`config.mk`:
```
export PLATFORM = sky130hd
export DESIGN_NAME = servo_modbus_rtu_frame_builder
export DESIGN_NICKNAME = d
export VERILOG_FILES = /design/src/hdl/smrfb_pkg.sv /design/src/hdl/smrfb_crc.sv /design/src/hdl/smrfb_seq.sv /design/src/hdl/servo_modbus_rtu_frame_builder.sv
export SDC_FILE = /design/constraint.sdc
export NUM_CORES = 1
export LEC_CHECK = 0
export ABC_AREA = 1
export BUFFER_PORTS_ARGS = -buffer_cell sky130_fd_sc_hd__buf_4
export CAP_MARGIN = 0
export CELL_PAD_IN_SITES_DETAIL_PLACEMENT = 1
export CELL_PAD_IN_SITES_GLOBAL_PLACEMENT = 2
export CORE_MARGIN = 1.5
export CORE_UTILIZATION = 37
export CTS_CLUSTER_DIAMETER = 100
export DETAILED_ROUTE_END_ITERATION = 12
export PLACE_DENSITY = 0.91
export SYNTH_ARGS = -nofsm -noshare
export SYNTH_HDL_FRONTEND = slang
export SYNTH_HIERARCHICAL = 1
export SYNTH_SLANG_ARGS = --single-unit
```
`constraint.sdc`:
```
create_clock -name i_clk -period 10.6 [get_ports i_clk]
set_input_delay 3.18 -clock i_clk [delete_from_list [all_inputs] [get_ports i_clk]]
set_output_delay 3.18 -clock i_clk [all_outputs]
set_load 0.02 [all_outputs]
```
`src/hdl/smrfb_pkg.sv`:
```
package smrfb_pkg;

    localparam int unsigned BUS_COUNT_DEF = 4;

    localparam logic [2:0] K_SERVO_ON  = 3'd0;
    localparam logic [2:0] K_SERVO_OFF = 3'd1;
    localparam logic [2:0] K_STOP      = 3'd2;
    localparam logic [2:0] K_TRIGGER   = 3'd3;
    localparam logic [2:0] K_POSITION  = 3'd4;
    localparam logic [2:0] K_QUERY_POS = 3'd5;
    localparam logic [2:0] K_QUERY_ERR = 3'd6;
    localparam logic [2:0] K_UNUSED    = 3'd7;

    localparam logic [0:0] CFG_LOWER_LIMIT = 1'b0;
    localparam logic [0:0] CFG_UPPER_LIMIT = 1'b1;

    localparam logic [31:0] LOWER_LIMIT_RST = 32'h8000_0000;
    localparam logic [31:0] UPPER_LIMIT_RST = 32'h7FFF_FFFF;

    localparam logic [15:0] CRC_INIT = 16'hFFFF;
    localparam logic [15:0] CRC_POLY = 16'hA001;

    localparam logic [7:0] FC_READ_HOLDING  = 8'h03;
    localparam logic [7:0] FC_WRITE_SINGLE  = 8'h06;
    localparam logic [7:0] FC_WRITE_MULTI   = 8'h10;

    localparam logic [7:0] REG_SERVO_HI     = 8'h03;
    localparam logic [7:0] REG_SERVO_LO     = 8'h03;
    localparam logic [7:0] REG_MOTION_HI    = 8'h03;
    localparam logic [7:0] REG_MOTION_LO    = 8'h05;
    localparam logic [7:0] REG_POS_HI       = 8'h11;
    localparam logic [7:0] REG_POS_LO       = 8'h0C;
    localparam logic [7:0] REG_QUERY_HI     = 8'h0B;
    localparam logic [7:0] REG_QPOS_LO      = 8'h07;
    localparam logic [7:0] REG_QERR_LO      = 8'h15;

    typedef struct packed {
        logic       clear;
        logic       en;
        logic [7:0] data;
    } t_crc_ctl;

    function automatic logic [3:0] frame_len(input logic [2:0] kind);
        logic [3:0] n;
        case (kind)
            K_STOP, K_TRIGGER: n = 4'd9;
            K_POSITION:        n = 4'd11;
            default:           n = 4'd6;
        endcase
        return n;
    endfunction

    function automatic logic [7:0] frame_byte(
        input logic [2:0]  kind,
        input logic [7:0]  slave,
        input logic [31:0] pos,
        input logic [3:0]  idx
    );
        logic [7:0] b;
        b = 8'h00;
        if (idx == 4'd0) begin
            b = slave;
        end else begin
            case (kind)
                K_SERVO_ON, K_SERVO_OFF: begin
                    case (idx)
                        4'd1:    b = FC_WRITE_SINGLE;
                        4'd2:    b = REG_SERVO_HI;
                        4'd3:    b = REG_SERVO_LO;
                        4'd5:    b = (kind == K_SERVO_ON) ? 8'h01 : 8'h00;
                        default: b = 8'h00;
                    endcase
                end
                K_STOP, K_TRIGGER: begin
                    case (idx)
                        4'd1:    b = FC_WRITE_MULTI;
                        4'd2:    b = REG_MOTION_HI;
                        4'd3:    b = REG_MOTION_LO;
                        4'd5:    b = 8'h01;
                        4'd6:    b = 8'h02;
                        4'd8:    b = (kind == K_TRIGGER) ? 8'h01 : 8'h00;
                        default: b = 8'h00;
                    endcase
                end
                K_POSITION: begin
                    case (idx)
                        4'd1:    b = FC_WRITE_MULTI;
                        4'd2:    b = REG_POS_HI;
                        4'd3:    b = REG_POS_LO;
                        4'd5:    b = 8'h02;
                        4'd6:    b = 8'h04;
                        4'd7:    b = pos[15:8];
                        4'd8:    b = pos[7:0];
                        4'd9:    b = pos[31:24];
                        4'd10:   b = pos[23:16];
                        default: b = 8'h00;
                    endcase
                end
                default: begin
                    case (idx)
                        4'd1:    b = FC_READ_HOLDING;
                        4'd2:    b = REG_QUERY_HI;
                        4'd3:    b = (kind == K_QUERY_POS) ? REG_QPOS_LO : REG_QERR_LO;
                        4'd5:    b = 8'h02;
                        default: b = 8'h00;
                    endcase
                end
            endcase
        end
        return b;
    endfunction

endpackage

```
`src/hdl/smrfb_crc.sv`:
```
module smrfb_crc (
    input  logic                 i_clk,
    input  smrfb_pkg::t_crc_ctl  i_ctl,
    output logic [15:0]          o_crc
);
    import smrfb_pkg::*;

    logic [15:0] r_crc;
    logic [15:0] n_crc;

    always_comb begin
        logic [15:0] c;
        c = r_crc ^ {8'h00, i_ctl.data};
        for (int b = 0; b < 8; b++) begin
            c = c[0] ? ((c >> 1) ^ CRC_POLY) : (c >> 1);
        end
        n_crc = c;
    end

    always_ff @(posedge i_clk) begin
        if (i_ctl.clear) begin
            r_crc <= CRC_INIT;
        end else if (i_ctl.en) begin
            r_crc <= n_crc;
        end
    end

    assign o_crc = r_crc;

endmodule

```
`src/hdl/smrfb_seq.sv`:
```
module smrfb_seq #(
    parameter int unsigned BUS_COUNT = smrfb_pkg::BUS_COUNT_DEF
) (
    input  logic                i_clk,
    input  logic                i_rst_n,
    input  logic                i_in_valid,
    output logic                o_in_ready,
    input  logic [2:0]          i_kind,
    input  logic [7:0]          i_bus_index,
    input  logic [7:0]          i_slave_address,
    input  logic signed [31:0]  i_position,
    input  logic signed [31:0]  i_lower_limit,
    input  logic signed [31:0]  i_upper_limit,
    output smrfb_pkg::t_crc_ctl o_crc_ctl,
    input  logic [15:0]         i_crc,
    output logic                o_out_valid,
    input  logic                i_out_ready,
    output logic [1:0]          o_target_bus,
    output logic [7:0]          o_frame_byte,
    output logic                o_frame_end
);
    import smrfb_pkg::*;

    typedef enum logic [2:0] {
        S_IDLE  = 3'b001,
        S_CHECK = 3'b010,
        S_SEND  = 3'b100
    } t_state;

    t_state             r_state, n_state;
    logic [2:0]         r_kind;
    logic [7:0]         r_bus;
    logic [7:0]         r_slave;
    logic signed [31:0] r_pos;
    logic [3:0]         r_idx, n_idx;
    logic               r_ovalid, n_ovalid;
    logic [7:0]         r_obyte, n_obyte;
    logic               r_oend, n_oend;
    logic [1:0]         r_obus;

    logic               in_xfer;
    logic               load;
    logic               ok;
    logic [3:0]         len;
    logic [7:0]         data_byte;

    assign in_xfer   = i_in_valid && o_in_ready;
    assign o_in_ready = (r_state == S_IDLE);
    assign load      = (r_state == S_SEND) && (!r_ovalid || i_out_ready);
    assign len       = frame_len(r_kind);
    assign data_byte = frame_byte(r_kind, r_slave, r_pos, r_idx);

    assign ok = ({1'b0, r_bus} < 9'(BUS_COUNT)) && (r_kind != K_UNUSED) &&
                ((r_kind != K_POSITION) ||
                 ((r_pos >= i_lower_limit) && (r_pos <= i_upper_limit)));

    always_comb begin
        n_state  = r_state;
        n_idx    = r_idx;
        n_ovalid = r_ovalid && !i_out_ready;
        n_obyte  = r_obyte;
        n_oend   = r_oend;
        o_crc_ctl.clear = 1'b0;
        o_crc_ctl.en    = 1'b0;
        o_crc_ctl.data  = data_byte;
        case (r_state)
            S_IDLE: begin
                if (in_xfer) begin
                    n_state = S_CHECK;
                end
            end
            S_CHECK: begin
                o_crc_ctl.clear = 1'b1;
                n_idx   = 4'd0;
                n_state = ok ? S_SEND : S_IDLE;
            end
            S_SEND: begin
                if (load) begin
                    n_ovalid = 1'b1;
                    n_idx    = r_idx + 4'd1;
                    n_oend   = 1'b0;
                    if (r_idx < len) begin
                        n_obyte      = data_byte;
                        o_crc_ctl.en = 1'b1;
                    end else if (r_idx == len) begin
                        n_obyte = i_crc[7:0];
                    end else begin
                        n_obyte = i_crc[15:8];
                        n_oend  = 1'b1;
                        n_state = S_IDLE;
                    end
                end
            end
            default: n_state = S_IDLE;
        endcase
    end

    always_ff @(posedge i_clk) begin
        if (!i_rst_n) begin
            r_state  <= S_IDLE;
            r_ovalid <= 1'b0;
        end else begin
            r_state  <= n_state;
            r_ovalid <= n_ovalid;
        end
    end

    always_ff @(posedge i_clk) begin
        if (in_xfer) begin
            r_kind  <= i_kind;
            r_bus   <= i_bus_index;
            r_slave <= i_slave_address;
            r_pos   <= i_position;
        end
        if (load) begin
            r_obus <= r_bus[1:0];
        end
        r_idx   <= n_idx;
        r_obyte <= n_obyte;
        r_oend  <= n_oend;
    end

    assign o_out_valid  = r_ovalid;
    assign o_target_bus = r_obus;
    assign o_frame_byte = r_obyte;
    assign o_frame_end  = r_oend;

    a_accept_to_check: assert property (@(posedge i_clk) disable iff (!i_rst_n)
        in_xfer |=> (r_state == S_CHECK))
        else $error("accepted item did not enter check");

    a_reject_to_idle: assert property (@(posedge i_clk) disable iff (!i_rst_n)
        (r_state == S_CHECK && !ok) |=> (r_state == S_IDLE && o_in_ready))
        else $error("rejected item did not return to idle");

    a_idx_bound: assert property (@(posedge i_clk) disable iff (!i_rst_n)
        (r_state == S_SEND) |-> (r_idx <= 4'(len + 4'd1)))
        else $error("frame index beyond frame length");

    a_last_byte: assert property (@(posedge i_clk) disable iff (!i_rst_n)
        (load && r_idx == 4'(len + 4'd1)) |=>
        (r_state == S_IDLE && o_out_valid && o_frame_end))
        else $error("last CRC byte not flagged as frame end");

endmodule

```
`src/hdl/servo_modbus_rtu_frame_builder.sv`:
```
// Servo command to Modbus RTU request frame builder.
// Input channel (i_in_valid / o_in_ready) takes one servo command: kind,
// bus index, slave address and position. Output channel (o_out_valid /
// i_out_ready) returns the frame one byte per transfer, with the CRC-16
// low and high bytes last; o_frame_end marks the CRC high byte.
// Config port (i_cfg_we, i_cfg_index, i_cfg_data) sets the position
// limits: index 0 lower, index 1 upper; write only while idle.
// Flow: a command is checked in the cycle after its transfer, then, unless the
// receiver stalls, one frame byte is loaded per cycle through the single
// byte-wide CRC unit. The first byte is valid once the check state has passed
// and the send state has loaded it; an item of 8, 11 or 13 frame bytes keeps
// the input not ready from its transfer until its last byte is loaded. A
// rejected command (bus out of range, unused kind, position outside limits)
// yields no bytes and the sequencer goes from the check state back to idle.
// The last byte sits in the output register while the next command is
// taken. A stalled receiver holds the output register and pauses the
// sequencer. Reset empties the output and restores full-range limits.
module servo_modbus_rtu_frame_builder #(
    parameter int unsigned BUS_COUNT = smrfb_pkg::BUS_COUNT_DEF
) (
    input  logic               i_clk,
    input  logic               i_rst_n,
    input  logic               i_in_valid,
    output logic               o_in_ready,
    input  logic [2:0]         i_kind,
    input  logic [7:0]         i_bus_index,
    input  logic [7:0]         i_slave_address,
    input  logic signed [31:0] i_position,
    output logic               o_out_valid,
    input  logic               i_out_ready,
    output logic [1:0]         o_target_bus,
    output logic [7:0]         o_frame_byte,
    output logic               o_frame_end,
    input  logic               i_cfg_we,
    input  logic [0:0]         i_cfg_index,
    input  logic [31:0]        i_cfg_data
);
    import smrfb_pkg::*;

    logic signed [31:0] r_lower_limit;
    logic signed [31:0] r_upper_limit;
    t_crc_ctl           crc_ctl;
    logic [15:0]        crc;

    always_ff @(posedge i_clk) begin
        if (!i_rst_n) begin
            r_lower_limit <= LOWER_LIMIT_RST;
            r_upper_limit <= UPPER_LIMIT_RST;
        end else if (i_cfg_we) begin
            case (i_cfg_index)
                CFG_LOWER_LIMIT: r_lower_limit <= i_cfg_data;
                CFG_UPPER_LIMIT: r_upper_limit <= i_cfg_data;
                default: ;
            endcase
        end
    end

    smrfb_seq #(
        .BUS_COUNT(BUS_COUNT)
    ) u_seq (
        .i_clk          (i_clk),
        .i_rst_n        (i_rst_n),
        .i_in_valid     (i_in_valid),
        .o_in_ready     (o_in_ready),
        .i_kind         (i_kind),
        .i_bus_index    (i_bus_index),
        .i_slave_address(i_slave_address),
        .i_position     (i_position),
        .i_lower_limit  (r_lower_limit),
        .i_upper_limit  (r_upper_limit),
        .o_crc_ctl      (crc_ctl),
        .i_crc          (crc),
        .o_out_valid    (o_out_valid),
        .i_out_ready    (i_out_ready),
        .o_target_bus   (o_target_bus),
        .o_frame_byte   (o_frame_byte),
        .o_frame_end    (o_frame_end)
    );

    smrfb_crc u_crc (
        .i_clk(i_clk),
        .i_ctl(crc_ctl),
        .o_crc(crc)
    );

endmodule
```
Word level (Yosys, flattened, before mapping)
Index checks and enable logic that the tools add are counted.
{"block": "word_totals", "regBits": 150, "inputBits": 89}
{"block": "op_classes", "n_mux": 35, "n_addsub": 1, "eq_ne": 24, "bitwise_logic": 10, "n_reduce_logical": 21, "magnitude_cmp": 4}
{"cell": "$mux W16", "count": 8}
{"cell": "$pmux W8 S9", "count": 1}
{"cell": "$pmux W8 S3", "count": 2}
{"cell": "$pmux W8 S6", "count": 1}
{"cell": "$ge A32 B32 Y1", "count": 1}
{"cell": "$le A32 B32 Y1", "count": 1}
{"cell": "$pmux W8 S4", "count": 1}
{"cell": "$mux W8", "count": 3}
{"cell": "$not A2 Y3", "count": 8}
{"cell": "$pmux W4 S2", "count": 2}
{"cell": "$xor A16 B8 Y16", "count": 1}
{"cell": "$mux W3", "count": 5}
{"cell": "$eq A4 B3 Y1 const B", "count": 3}
{"cell": "$eq A4 B4 Y1 const B", "count": 3}
{"cell": "$eq A3 B2 Y1 const B", "count": 3}
{"cell": "$eq A3 B3 Y1 const B", "count": 3}
{"cell": "$mux W1", "count": 9}
{"cell": "$pmux W3 S3", "count": 1}
{"cell": "$eq A4 B2 Y1 const B", "count": 2}
{"cell": "$lt A8 B3 Y1 const B", "count": 1}
{"cell": "$reduce_and A2 Y1", "count": 4}
{"cell": "$eq A3 B1 Y1 const B", "count": 2}
{"cell": "$logic_and A1 B1 Y1", "count": 6}
{"cell": "$ne A2 B2 Y1 const B", "count": 3}
{"cell": "16 further kinds", "count": 21}

Longest topological paths before layout
Gate-level depths: netlist (run 1).
{"block": "depth", "ltp_word": 22, "depth_mapped": 23, "mapped_depth_nobuf": 23}

Modules after synthesis
Netlist (run 1), hierarchy kept.
{"mod": "smrfb_seq", "cells_per_inst": 564, "seq_area_each_um2": 2062.0, "instances": 1, "area_per_inst_um2": 4867.2}
{"mod": "servo_modbus_rtu_frame_builder", "cells_per_inst": 346, "seq_area_each_um2": 1281.2, "instances": 1, "area_per_inst_um2": 2472.4}
{"mod": "smrfb_crc", "cells_per_inst": 146, "seq_area_each_um2": 320.3, "instances": 1, "area_per_inst_um2": 1011.0}

Worst setup path before layout (run 1)
No wires, ideal clock.
{"block": "synth_timing", "path_kind": "input to register", "from": "in i_in_valid", "to": "reg u_seq.r_bus[0], enable pin", "required_time_ps": 10140, "cell_stages": 2, "t_arrival_ps": 5389, "setup_ps": 460, "path_slack_ps": 4751, "path_cell_list": "inv_1 -> nor2_1"}
{"block": "synth_between", "elab_chain_cells": 1}
{"element": "start, declared", "line": "servo_modbus_rtu_frame_builder.sv:23", "source": "input logic i_in_valid,"}
{"element": "$logic_and A1 B1 Y1", "line": "smrfb_seq.sv:47", "source": "assign in_xfer = i_in_valid && o_in_ready;"}
{"element": "via u_seq.in_xfer", "line": "smrfb_seq.sv:41", "source": "logic in_xfer;"}
{"element": "end signal, assigned", "line": "smrfb_seq.sv:111", "source": "r_bus <= i_bus_index;"}
{"element": "end, declared", "line": "smrfb_seq.sv:32", "source": "logic [7:0] r_bus;"}
The timed path passes the listed nets, and every way through them passes these cells.
A chain may end at the register's enable or synchronous reset.

==> results of run 1 <==
[synthesized netlist by cell type, types with 2 or more instances]
library cell	n
a31oi_1	3
o21ai_0	19
edfxtp_1	66
nor2_1	100
nor2_2	7
xnor2_1	2
or2_2	2
nand3_2	8
buf_2	12
nor3_1	6
a22oi_1	2
xor2_1	2
clkbuf_1	6
ha_1	72
inv_2	18
o21ai_1	13
inv_1	146
buf_4	13
dfxtp_1	84
o211ai_1	2
nand2_2	8
a22o_1	5
nand4_1	6
nand3_1	99
buf_1	2
a21o_1	2
xor2_2	2
nand2_1	275
a21oi_1	48
a221oi_1	3
mux2i_1	3
o21a_1	5
[report_power, final]
part / total, W / internal (W) / switching [W]
Sequential: 0.000747 / 0.000683 / 0.0000637
Combinational: 0.000436 / 0.000166 / 0.000270
Clock: 0.000645 / 0.000376 / 0.000269
[through the flow]
step / instances / util, %
floorplan: 1056 / -
global placement: 1405 / 42.3
detailed placement: 1405 / 42.3
CTS: 1437 / 45.1
global route: 1437 / 45.1
finish: 1437 / 45.1
[area by class of cell]
class / count / share of cell area (%)
Clock buffer: 17 / 4.30
Clock inverter: 15 / 1.92
Inverter: 165 / 6.26
Multi-Input combinational cell: 707 / 39.1
Sequential cell: 150 / 37.0
Tap cell: 280 / 3.54
Timing Repair Buffer: 103 / 7.81
[metal layers]
layer	up-vias	track usage, %	wire length (um)
li1	3578	-	-
met1	3327	27.5	11000
met2	128	37.1	11700
met3	17	3.26	780
met4	0	5.88	252
met5	-	0	0
[worst max-delay path by stage]
stage                            from                          end  slack, ns  cells after the start
final                     i_out_ready  u_crc/o_crc[8]$_SDFFE_PP1P_       5.62                      9
after global routing      i_out_ready  u_crc/o_crc[8]$_SDFFE_PP1P_       5.39                      9
after CTS                 i_out_ready  u_crc/o_crc[8]$_SDFFE_PP1P_       5.66                      9
after detailed placement  i_out_ready  u_crc/o_crc[8]$_SDFFE_PP1P_       5.25                      9
after global placement    i_out_ready  u_crc/o_crc[8]$_SDFFE_PP1P_       5.30                      9
after floorplan            i_in_valid     u_seq/r_bus[0]$_DFFE_PP_       4.75                      2
[sequential cells by signal (all words and copies together), names as in the netlist]
signal	flops
u_seq/r_bus	8
u_seq/r_state	3
r_upper_limit	32
r_lower_limit	32
u_seq/o_frame_end	1
u_seq/r_slave	8
u_seq/r_pos	32
u_seq/o_out_valid	1
u_crc/o_crc	16
u_seq/r_idx	4
u_seq/o_frame_byte	8
u_seq/r_kind	3
u_seq/o_target_bus	2
[logic make-up (layout without fill, tap and decap cells)]
group / after synthesis / count (layout) / synth area share (%)
adder cells (fa/ha/maj): 72 / 72 / 10.8
AND/OR/NAND/NOR: 515 / 515 / 26.4
flip-flops: 150 / 150 / 43.9
AO/OA/AOI/OAI: 110 / 110 / 7.72
buffers and inverters: 199 / 300 / 9.83
XOR/XNOR: 7 / 7 / 1.00
multiplexers: 3 / 3 / 0.360
[worst reg2reg max path: cells and delay by family, from the launching register on]
kind,cells,cell delay (ns)
AOI/OAI and AO/OA,4,0.94
adders and majority gates,1,0.31
buffers and inverters,3,0.68
DFF,1,0.50
and+or+nand+nor,5,1.61
==> flow_summary.yaml, run 1 <==
run_status:
  status: "finished with violations"
  violations: "DRC"
finish:
  fill_cells: 2671
  multi_input_area_um2: 3870
  n_antenna_cell: 0
  final_common_cell: "nand2_1"
  nNetsFinal: 1305
  syn2layout_area_growth_pct: 18.5
  final_area_um2: 9900
  regArea_um2: 3660
  final_cell_mix: "nand2_1 (275), inv_1 (146), buf_4 (103)"
  layout-drive-gt1-share_pct: 16.2
timing:
  hold_ws_ns: 0.434
  fmaxAchievable_ghz: 0.201
  finalSetupViolations: 0
  period_needed_ns: 4.98
  fin_setup_tns_ns: 0
  worst_pin_slew_ns: 1.15
  grt_setup_unrepaired: "false"
  period_share_pct: 47.0
  skew_ns: 0.0137
  slew_headroom_pct: 23.2
  slew_violations: 0
  hold_violations: 0
  setup_ws_ns: 5.62
logic_synthesis:
  yosysSeqAreaShare_pct: 43.9
  ys_warn_count: 6
  synth_edf_count: 66
  synth_top_area_cell: "edfxtp_1"
  synth_nets: 1217
  async_flop_share_pct: 0
  syn-cell-area_um2: 8350
  synth_ff_type: "dfxtp_1"
  synth_cells: 1056
  ys_ff_latch: 150
  synthDistinctLibCells: 47
  synth_top_area_share_pct: 23.7
  synth_area_per_cell_um2: 7.91
  synth_area_leaders: "edfxtp_1 (24%), dfxtp_1 (20%), nand2_1 (12%)"
placed_design:
  dpl-instance-area_um2: 9280
  place_ws_ns: 5.25
  gp_congestion: 0.812
  portBuffers: 101
  hpwl_um: 17600
pwr:
  vdd_drop_max_uv: 105
  leakage_nw: 4.91
  p_per_area_nw_per_um2: 185
  total_power_w: 0.00183
floorplanning:
  die_h_um: 153
  dieArea_um2: 23500
  initial_core_util_pct: 38.0
  fp-row-count: 54
  ios: 102
  die_w_um: 153
  core-area_um2: 22000
detailed_routing:
  vias: 7050
  ant_nets: 0
  drc: 6
  drt_pass1_iterations: 8
  first_iter_violations: 310
  wl_per_cell_um: 16.6
  wl_um: 23800
  vias_per_cell: 4.91
clock_network:
  cts-root-buf: "clkbuf_16"
  clockBufferDepth: 2
  post_cts_buffers: 0
  htreeDepth: 4
  tritoncts.num_buffers: 17
  cts_hold_buffers: 0
  tritoncts: "done"
  post_cts_resized: 0
  clk_pin_slew_worst_paths_ns: 0.07
  cts_sinks: 150
  clk_latency_ns: 0.43
global_route:
  antenna_found_initial: 0
  grt_usage_pct: 21.3
  grt_max_degree: 67
  grt_pass1_vias: 7423
  grt_pass1_wl_um: 38700
  grt.overflow.total: 0
critical_path:
  r2r_start: "u_seq/r_kind[1]$_DFFE_PP_"
  rrSetupSlack_ns: 6.49
  crit_path_top_delay_cell: "nor2_1"
  path_buf_inv: 3
  reg2regPathDepth: 13
  worstPathArrival_ns: 5.34
  slowest_delay_ns: 0.88
  critPathKind: "primary input to register"
  worstPathMaxFanout: 17
  rr_endpoint: "u_crc/o_crc[8]$_SDFFE_PP1P_"
  cp_cell_sequence: "buf_4 > inv_1 > nand2_1 > nand2_1 > nor2_1 > inv_1 > a21oi_1 > o21ai_0 > o211ai_1"
  required_ns: 10.96
  worstSetupEndpointType: "register"
  start_kind: "primary input"
  cp_top_family: "simple AND/OR/NAND/NOR gates"
hold_path:
  hold_depth: 0
  hold_path_class: "register to register"
  holdCritStartpoint: "u_seq/r_bus[1]$_DFFE_PP_"
  min_to: "u_seq/o_target_bus[1]$_DFFE_PP_"
flow_run:
  maxCapViolCount: 0
Power figures use the tool's default switching activity.
==> run 2, diff against run 1 <==
Settings changed: ABC_AREA 1 to 0, CORE_UTILIZATION 37 to 34, PLACE_DENSITY 0.91 to 0.83.
Clock period 10.6 ns to 4.4 ns, I/O delays scaled along.
==> run 2 against run 1 <==
Effect of this change: the flow now finishes without violations; non-clock buffer count increased by 9; sequential power up 120%; die area is 8.9% higher; first-iteration DRC count is 24% lower; register-to-register slack lost 5.8 ns; setup slack got worse by 4.9 ns; critical path type is now register to register; critical endpoint is now u_crc/o_crc[0]$_SDFFE_PP1P_; largest power group unchanged.
==> flow_summary.yaml, run 2 <==
logic_synthesis:
  yosysSeqAreaShare_pct: 43.8
  synth_top_area_share_pct: 23.7
  synth_ff_type: "dfxtp_1"
  synth_area_leaders: "edfxtp_1 (24%), dfxtp_1 (20%), ha_1 (11%)"
  synthTopCellsByCount: "nand2_1 (120), inv_1 (107), dfxtp_1 (84), ha_1 (72), edfxtp_1 (66)"
  yosys.cell_count.top_type: "nand2_1"
  synth_area_per_cell_um2: 9.79
  synth_top_area_cell: "edfxtp_1"
  synth_edf_count: 66
  synth_nets: 1016
  synth_cells: 855
  ys_warn_count: 6
  async_flop_share_pct: 0
  ys_ff_latch: 150
  syn-cell-area_um2: 8370
  synthDistinctLibCells: 62
pwr:
  combPwrFrac_pct: 15.2
  p_int_w: 0.00256
  p_per_area_nw_per_um2: 355
  clkPwrFrac_pct: 38.4
  leakage_nw: 4.35
  seq_power_share_pct: 46.4
  vdd_drop_max_uv: 174
  switching_share_pct: 27.0
  switchingPower_w: 0.000948
detailed_routing:
  vias_per_cell: 4.96
  first_iter_violations: 236
  drc: 0
  wl_um: 23000
  wl_per_cell_um: 18.0
  vias: 6333
  ant_nets: 0
  drt_pass1_iterations: 5
critical_path:
  worstSetupEndpointType: "register"
  required_ns: 4.76
  cpMostUsedCell: "xnor3_1"
  path_buf_inv: 1
  worstPathMaxFanout: 14
  crit_path_top_delay_cell: "ha_1"
  start_kind: "register"
  cp_top_family: "compound AO/OA/AOI/OAI gates"
  worstPathArrival_ns: 4.02
  cp_cell_sequence: "inv_1 > ha_1 > a2111oi_0 > a211oi_2 > o21ai_0 > o221a_2 > o31ai_2 > xnor2_1 > xnor3_1 > xnor3_2 > xnor3_1 > o21ai_1"
  critPathKind: "register to register"
  slowest_delay_ns: 0.49
timing:
  finalSetupViolations: 0
  hold_violations: 0
  worst_pin_slew_ns: 0.848
  slew_headroom_pct: 43.4
  fmaxAchievable_ghz: 0.273
  period_share_pct: 83.2
  grt_setup_unrepaired: "false"
  fin_setup_tns_ns: 0
  skew_ns: 0.0103
  slew_violations: 0
  period_needed_ns: 3.66
clock_network:
  tritoncts.num_buffers: 17
  htreeDepth: 4
  post_cts_buffers: 0
  cts-root-buf: "clkbuf_16"
  cts_sinks: 150
  clockBufferDepth: 2
  post_cts_resized: 0
  clk_latency_ns: 0.42
  cts_hold_buffers: 0
  tritoncts: "done"
  clk_pin_slew_worst_paths_ns: 0.06
finish:
  final_common_cell: "nand2_1"
  syn2layout_area_growth_pct: 17.9
  nNetsFinal: 1100
  fill_cells: 2772
  final_core_util_pct: 40.7
  n_antenna_cell: 0
  regArea_um2: 3660
  multi_input_area_um2: 3990
  reg_top3: "r_lower_limit: 32 flops, r_upper_limit: 32 flops, u_seq/r_pos: 32 flops"
  final_area_um2: 9870
  final_cell_mix: "nand2_1 (120), buf_4 (111), inv_1 (107)"
  layout-drive-gt1-share_pct: 19.7
global_route:
  grt_usage_pct: 18.7
  grt_pass1_vias: 6692
  grt_max_degree: 70
  grt.overflow.total: 0
  antenna_found_initial: 0
  grt_pass1_wl_um: 36500
hold_path:
  hold_path_class: "register to register"
placed_design:
  portBuffers: 101
  hpwl_um: 17400
  gp_congestion: 0.846
  dpl-instance-area_um2: 9320
floorplanning:
  initial_core_util_pct: 34.5
  fp-row-count: 57
  die_w_um: 160
  ios: 102
  dieArea_um2: 25600
  die_h_um: 160
  core-area_um2: 24200
flow_run:
  maxCapViolCount: 0
run_status:
  status: "completed"
-- run 2: cell type report --
| cell class | instances | share of cell area, % |
|---|---|---|
| Clock buffer | 22 | 4.81 |
| Inverter | 108 | 4.11 |
| Multi-Input combinational cell | 550 | 40.4 |
| Clock inverter | 10 | 0.761 |
| Timing Repair Buffer | 112 | 8.65 |
| Tap cell | 324 | 4.11 |
| Sequential cell | 150 | 37.1 |
-- run 2: cells by family after synthesis --
group                      Yosys count  synth area share [%]
muxes                               40                  4.78
and+or+nand+nor                    244                  13.5
adders and majority gates           72                  10.8
DFF                                150                  43.8
xor gates and xnor gates            23                  3.09
buffers and inverters              155                  8.58
AOI/OAI and AO/OA                  171                  15.5
-- run 2: power by group through the flow --
stage          sequential [W]  clock, W  combinational, W
3_3_place_gp          0.00165         0          0.000517
4_1_cts               0.00163   0.00139          0.000540
2_1_floorplan         0.00162         0          0.000369
3_5_place_dp          0.00166         0          0.000535
6_report              0.00163   0.00135          0.000533
5_1_grt               0.00164   0.00144          0.000596
-- run 2: per-layer routing --
layer	vias up	global-route usage (%)	share of wire (%)
met5	-	0	0
met4	0	6.29	1.9
met3	23	3.58	3.1
met1	3073	23.4	45
li1	3149	-	-
met2	88	32.3	50
-- run 2: path summary, 6_finish.rpt --
kind | start | to | slack [ns] | cells after the start
hold reg to reg | u_seq/r_bus[1]$_DFFE_PP_ | u_seq/o_target_bus[1]$_DFFE_PP_ | 0.42 | 0
setup / recovery | u_seq/r_idx[0]$_SDFFCE_PN0P_ | u_crc/o_crc[0]$_SDFFE_PP1P_ | 0.74 | 12
hold / removal | u_seq/r_bus[1]$_DFFE_PP_ | u_seq/o_target_bus[1]$_DFFE_PP_ | 0.42 | 0
setup reg to reg | u_seq/r_idx[0]$_SDFFCE_PN0P_ | u_crc/o_crc[0]$_SDFFE_PP1P_ | 0.74 | 12
-- run 2: worst reg2reg max path, delay by kind of cell, from the launching register on --
| family | cells | cell delay, ns |
|---|---|---|
| adder cells (fa/ha/maj) | 1 | 0.49 |
| buffers and inverters | 1 | 0.14 |
| AO/OA/AOI/OAI | 6 | 1.45 |
| XOR/XNOR | 4 | 1.05 |
| flip-flops | 1 | 0.46 |
-- run 2: through the flow --
step | power, W | worst slack [ns] | cells | hold WS (ns)
5_1_grt | 0.00367 | 0.442 | 1276 | 0.425
3_3_place_gp | 0.00217 | 0.892 | 1244 | 0.401
2_1_floorplan | 0.00199 | 1.24 | 855 | 0.400
3_5_place_dp | 0.00219 | 0.730 | 1244 | 0.408
4_1_cts | 0.00356 | 0.724 | 1276 | 0.422
6_report | 0.00351 | 0.740 | 1276 | 0.418
